## src/rtl/core/spqm_ram.sv

```systemverilog
module spqm_ram #(
    parameter int WIDTH = 8,
    parameter int DEPTH = 16
) (
    input  logic                                  clk,
    input  logic                                  we,
    input  logic [(DEPTH > 1 ? $clog2(DEPTH) : 1)-1:0] waddr,
    input  logic [WIDTH-1:0]                      wdata,
    input  logic [(DEPTH > 1 ? $clog2(DEPTH) : 1)-1:0] raddr,
    output logic [WIDTH-1:0]                      rdata
);

    logic [WIDTH-1:0] mem [DEPTH];

    always_ff @(posedge clk)
    begin
        if (we)
        begin
            mem[waddr] <= wdata;
        end
        rdata <= mem[raddr];
    end

endmodule

```

## config.mk

```make
export PLATFORM = sky130hd
export DESIGN_NAME = spqm_ram
export DESIGN_NICKNAME = d
export VERILOG_FILES = /design/src/rtl/core/spqm_ram.sv
export SDC_FILE = /design/constraint.sdc
export NUM_CORES = 1
export LEC_CHECK = 0
export ABC_AREA = 0
export BUFFER_PORTS_ARGS = -buffer_cell sky130_fd_sc_hd__clkbuf_2
export CAP_MARGIN = 15
export CORE_AREA = 2 2 94 96
export CTS_BUF_LIST = sky130_fd_sc_hd__clkbuf_4 sky130_fd_sc_hd__clkbuf_8
export CTS_CLUSTER_DIAMETER = 50
export CTS_CLUSTER_SIZE = 14
export DETAILED_ROUTE_END_ITERATION = 8
export DIE_AREA = 0 0 96 98
export PLACE_DENSITY = 0.8
export SLEW_MARGIN = 40
export SYNTH_ARGS = -nofsm -noshare
export SYNTH_HDL_FRONTEND = slang
export SYNTH_SLANG_ARGS = --single-unit
```

## constraint.sdc

```tcl
create_clock -name clk -period 1.8 [get_ports clk]
set_input_delay 0.09 -clock clk [delete_from_list [all_inputs] [get_ports clk]]
set_output_delay 0.09 -clock clk [all_outputs]
set_load 0.005 [all_outputs]
```

# Word level (Yosys, flattened, before mapping)
# Memory sizes are Yosys's and may differ from the RTL's. A register that Yosys moved wholly into a read port is not among the register bits.
# Index checks and enable logic that the tools add are counted.
[word_totals]
elab_cells = 3
regBits = 0
latch_bits = 0
out_inout_bits = 8
ramBits = 128
n_memories = 1
in_bits = 18
rom_bits = 0
[op_classes]
reduce_logical = 0
order_cmp = 0
mux = 2
shift = 0
n_bitwise = 0
n_div = 0
multipliers = 0
eq_ne = 0
addsub = 0
[mem_list]
columns = ["memory", "depth", "word_bits", "rd", "rd_clocked_by_memory_dff", "wr", "line_no", "source"]
rows = [
  ["mem", 16, 8, 1, 1, 1, "13", "logic [WIDTH-1:0] mem [DEPTH];"],
]
[ops]
columns = ["operator", "count"]
rows = [
  ["1-bit two-way mux", 2],
]

# Longest topological paths before layout
# Gate-level depths: netlist (run 1).
[logic_depth]
ltp_word = 2
ltp_mapped = 5
ltp_nobuf = 3

# Worst setup path before layout (run 1)
# Ideal clock, no wire load.
[synth_timing]
path_type = "input to register"
startpoint = "input waddr[2] (netlist name)"
endpoint = "memory mem[0][0], enable pin"
t_arrival_ns = 1.200
required_ns = 1.417
path_stages = 2
path_slack_ns = 0.217
path_buffers = 0
setup_time_ns = 0.383
path_cell_list = "or3b_2 nor3_1"
[synth_lines]
columns = ["item", "line_no", "source"]
rows = [
  ["start, declared", "7", "input logic [(DEPTH > 1 ? $clog2(DEPTH) : 1)-1:0] waddr,"],
  ["end, declared", "13", ""],
]
# No word-level cell before the write port.

==> results of run 1 <==
-- registers in the layout (all words and copies together), names as in the netlist --
signal,flops
mem,128
rdata,8
-- cell usage after synthesis (all sizes together) --
library cell,instances,share of area
a22oi,16,0.023
and2,1,0.0012
and2b,1,0.0015
buf,7,0.011
clkdlybuf4s25,3,0.0058
dfxtp,8,0.031
edfxtp,128,0.75
mux4,32,0.15
nand2,9,0.0066
nand2b,2,0.0024
nand3,1,0.00097
nand3b,2,0.0029
nor2,13,0.0095
nor2b,1,0.0012
nor3,4,0.0039
or3b,1,0.0017
-- cells by family after synthesis --
family                 Yosys count
and+or+nand+nor                 35
AOI/OAI and AO/OA               16
muxes                           32
buffers and inverters           10
DFF                            136
-- layout by cell type, fill, tap and decap left out --
master        n
nand3_1       1
clkinv_1      1
nand2_1       9
or3b_2        1
dfxtp_1       8
buf_4        17
a22oi_1      16
nor3_1        4
buf_12        2
and2_1        1
mux4_1       14
clkinv_2      1
bufinv_16     2
nand3b_1      2
nor2_1       13
clkbuf_8     17
clkinvlp_4    4
nand2b_1      2
inv_6         3
mux4_2       18
clkbuf_2     25
and2b_1       1
nor2b_1       1
edfxtp_1    128
clkinv_4      3
-- power groups by stage --
stage	registers, W	logic (W)	clock network, W
finish	0.00356	0.000320	0.00238
detailed placement	0.00363	0.000323	0
floorplan	0.00362	0.000180	0
global route	0.00357	0.000350	0.00256
CTS	0.00356	0.000324	0.00243
global placement	0.00363	0.000314	0
-- layout make-up --
cell class | count | area (um2)
multi-input combinational | 83 | 1060
timing repair buffer | 44 | 293
clock buffer | 17 | 234
sequential | 136 | 4000
tap | 108 | 135
fill | 502 | 2590
clock inverter | 14 | 151
-- metal layers --
layer,wire length (um),share of wire,up-vias,global-route usage
met3,712,0.077,16,0.0563
met4,180,0.020,0,0.0802
met1,3630,0.39,1248,0.309
met5,0,0,-,0
met2,4700,0.51,108,0.341
li1,-,-,1080,-
-- worst paths after layout --
check / startpoint / to / slack, ns
worst max-delay path: mem[5][0]$_DFFE_PP_ / rdata[0]$_DFF_P_ / 0.40
worst min-delay path: wdata[4] / mem[14][4]$_DFFE_PP_ / 0.09
worst max register to register: mem[5][0]$_DFFE_PP_ / rdata[0]$_DFF_P_ / 0.40
worst min register to register: mem[14][3]$_DFFE_PP_ / rdata[3]$_DFF_P_ / 0.69
-- worst max-delay path, stage by stage (launching register included) --
cell and delay [ns]:
edfxtp_1 0.37, mux4_1 0.56, a22oi_1 0.26, nand2_1 0.10
-- per-stage QoR --
step / setup slack (ns) / power, W
after floorplan: 0.217 / 0.00380
after global placement: 0.226 / 0.00394
after detailed placement: 0.224 / 0.00395
after CTS: 0.408 / 0.00631
after global routing: 0.358 / 0.00647
final: 0.403 / 0.00626
==> flow_summary.json, run 1 <==
{
  "die_y_um": 98,
  "maxCapViolCount": 0,
  "die_area_um2": 9410,
  "io_pins": 26,
  "placed_area_um2": 5490,
  "switching_share": 0.215,
  "max_freq_mhz": 716,
  "drtIter0Drc": 237,
  "numPlacedInstances": 371,
  "synth_simple_gate_area_share": 0.0318,
  "vias": 2452,
  "post-route-period-util": 0.776,
  "worstMarginPinSlew_ns": 0.643,
  "whs_ns": 0.0946,
  "cts_resized": 0,
  "syn_area_per_cell_um2": 22.5,
  "finalClockSkew_ns": 0.00891,
  "syn_nets": 247,
  "hpwlAfterDp_mm": 6.06,
  "synth_seq_cells": 136,
  "drc": 0,
  "outcome": "finished, final reports clean",
  "routed_via_density": 6.10,
  "final_area_um2": 5870,
  "p_leak_nw": 1.99,
  "postSynthCellCount": 229,
  "holdCritPathClass": "in -> reg",
  "h-tree-depth": 4,
  "grt_first_pass_wirelength_mm": 14.2,
  "die-width_um": 96,
  "fp-row-count": 34,
  "portBuffers": 25,
  "p_seq_frac": 0.569,
  "reg2reg_depth": 3,
  "antenna_found_initial": 0,
  "start_util": 0.608,
  "cp.arrival_ns": 1.71,
  "final-hold-violation-count": 0,
  "required_ns": 2.11,
  "wl_per_cell_um": 23.0,
  "synth-xor-area-share": 0,
  "cts_hold_buf": 0,
  "cts_buffer_depth": 2,
  "synth-compound-area-share": 0.0233,
  "combPwrFrac": 0.051,
  "synth.cell_area_um2": 5150,
  "start_kind": "register",
  "grt_pass1_vias": 2548,
  "yosysSeqAreaShare": 0.778,
  "synth_adder_area_share": 0,
  "cts_setup_buffers": 0,
  "grt_usage": 0.221,
  "synthMuxAreaShare": 0.150,
  "gp_congestion": 0.777,
  "rsz0062_at_grt": "false",
  "drtAntennaViolNets": 0,
  "final_core_util": 0.694,
  "area_growth_syn_to_layout_pct": 14.1,
  "clock_latency_ns": 0.42,
  "grt-ovfl-total": 0,
  "slew-limit-headroom": 0.570,
  "path_class": "reg -> reg",
  "p_per_area_nw_per_um2": 1070,
  "root_buffer": "clkbuf_8",
  "synth_top_family_by_area": "multiplexers",
  "fin_cells": 402,
  "nets": 300,
  "cts_buffers": 17,
  "p_int_w": 0.00491,
  "insertedDiodeCount": 0,
  "wl_mm": 9.23,
  "synth_cell_types": 19,
  "finalSetupViolations": 0,
  "first_pass_iters": 4,
  "fin_setup_tns_ns": 0,
  "yosysWarnings": 0,
  "p_sw_w": 0.00135,
  "cts.clk_slew.worst_paths_ns": 0.08,
  "slew_violations": 0,
  "end_kind": "register",
  "cp_max_fo": 1,
  "tritoncts": "yes",
  "cts_num_sinks": 136,
  "core_area_um2": 8470,
  "clkPwrFrac": 0.380,
  "layout-drive-gt1-share": 0.316,
  "max-vdd-ir-drop_uv": 599,
  "period_needed_ns": 1.40,
  "grt_max_degree": 33,
  "min_path_cells": 1
}
No activity file was read; power rests on OpenSTA's default activity.
==> run 2: changes to the inputs <==
Clock period 1.8 ns to 1.4 ns, I/O delays scaled along.
==> run 2 against run 1 <==
Compared with the run above: non-clock buffer count is 10 higher; wire length down 1.7%; worst hold slack worse by 0.026 ns; sequential share of layout area shrank 1.6 points; combinational power is 34% higher; clock skew is 0.0023 ns lower; flip-flop and latch count unchanged; total power increased by 35%; first-iteration DRC count fell by 8.9%; via count grew 1.6%; global-route usage down 0.45 points; die area stayed put.
==> flow_summary.json, run 2 (synthesis results as in run 1) <==
{
  "power_w": 0.00843,
  "cpPeakStageDelay_ns": 0.53,
  "io_pins": 26,
  "finalSetupViolations": 0,
  "crit_slowest_cell": "mux4_1",
  "crit_buf_inv": 0,
  "final_cell_mix": "128 x edfxtp_1, 27 x buf_4, 25 x clkbuf_2",
  "area_growth_syn_to_layout_pct": 16.9,
  "cp_cell_sequence": "mux4_1, a22oi_2, nand2_1",
  "gp_congestion": 0.772,
  "root_buffer": "clkbuf_8",
  "tritoncts": "yes",
  "wl_per_cell_um": 22.0,
  "preCtsSetupSlack_ns": -0.119,
  "wl_mm": 9.07,
  "largest_register_ffs": 128,
  "grt_usage": 0.216,
  "grt_pass1_vias": 2543,
  "grt-ovfl-total": 0,
  "maxCapViolCount": 0,
  "drc": 0,
  "period_needed_ns": 1.35,
  "outcome": "finished, final reports clean",
  "cts_buffer_depth": 2,
  "cts.clk_slew.worst_paths_ns": 0.08,
  "start_kind": "register",
  "cts_num_sinks": 136,
  "fp-row-count": 34,
  "clock_latency_ns": 0.41,
  "end_kind": "register",
  "path_class": "reg -> reg",
  "nets": 310,
  "start_util": 0.608,
  "p_leak_nw": 2.07,
  "drtAntennaViolNets": 0,
  "grt_use_met2": 0.319,
  "fillers": 491,
  "fin_setup_tns_ns": 0,
  "critPathTopFamily": "multiplexers",
  "vias": 2492,
  "max-vdd-ir-drop_uv": 895,
  "hpwlAfterDp_mm": 6.16,
  "core_area_um2": 8470,
  "cts_setup_buffers": 0,
  "seqCellArea_um2": 4000,
  "insertedDiodeCount": 0,
  "post-route-period-util": 0.965,
  "drtIter0Drc": 216,
  "finalClockSkew_ns": 0.00658,
  "top_register": "mem",
  "portBuffers": 25,
  "die_y_um": 98,
  "cp.arrival_ns": 1.66,
  "cts_buffers": 17,
  "cp_max_fo": 1,
  "slew-limit-headroom": 0.466,
  "use_met3": 0.0656,
  "numPlacedInstances": 381,
  "mostFrequentLayoutCell": "edfxtp_1",
  "die-width_um": 96,
  "reg_top3": "mem: 128 flops, rdata: 8 flops",
  "top_usage_layer": "met2",
  "first_pass_iters": 5,
  "max_freq_mhz": 741,
  "grt_max_degree": 24,
  "holdCritPathClass": "in -> reg",
  "worstMarginPinSlew_ns": 0.799,
  "layout-drive-gt1-share": 0.354,
  "fin_cells": 413,
  "h-tree-depth": 4,
  "grt_first_pass_wirelength_mm": 14.1,
  "routed_via_density": 6.03,
  "multiInputGateArea_um2": 1070,
  "use_met1": 0.310,
  "fin_ws_ns": 0.0496,
  "die_area_um2": 9410,
  "final-hold-violation-count": 0,
  "final_core_util": 0.711,
  "slew_violations": 0,
  "required_ns": 1.71,
  "p_per_area_nw_per_um2": 1400,
  "antenna_found_initial": 0
}
==> run 2: cell types whose count changed in the layout (fill, tap and decap cells not counted), moves of 2 or more <==
cell / delta
a22oi_1: -2
a22oi_2: +2
buf_4: +10
bufinv_16: +2
==> run 2: area by class of cell <==
class | count | share of cell area
clock inverter | 14 | 0.0328
tap | 108 | 0.0225
multi-input combinational | 83 | 0.178
timing repair buffer | 54 | 0.0611
clock buffer | 18 | 0.0401
sequential | 136 | 0.665
==> run 2: final timing paths <==
kind                              from                    to  slack (ns)  cells after the start
hold / removal                wdata[0]  mem[14][0]$_DFFE_PP_        0.07                      1
setup / recovery   mem[1][1]$_DFFE_PP_      rdata[1]$_DFF_P_        0.05                      3
setup reg to reg   mem[1][1]$_DFFE_PP_      rdata[1]$_DFF_P_        0.05                      3
hold reg to reg   mem[15][2]$_DFFE_PP_      rdata[2]$_DFF_P_        0.67                      3
==> run 2: routing by layer <==
metal | routed length, um | up-vias
met2 | 4500 | 114
met5 | 0 | -
met4 | 184 | 0
li1 | - | 1099
met3 | 643 | 21
met1 | 3750 | 1258
==> run 2: power breakdown <==
part | internal (W) | switching [W]
Combinational | 0.000196 | 0.000233
Clock | 0.00197 | 0.00146
Sequential | 0.00455 | 0.0000295
==> run 2: what timing repair did <==
item                       4_1_cts  5_1_grt
setup endpoints to repair        0        2
hold buffers                     0        0
resized for setup                0        2
==> run 2: stage by stage <==
step / area (um2) / hold WS [ns]
after detailed placement: 5570 / 0.443
after global placement: 5570 / 0.446
final: 6020 / 0.0683
after global routing: 6020 / 0.0737
after CTS: 6010 / 0.0590
after floorplan: 5150 / 0.169
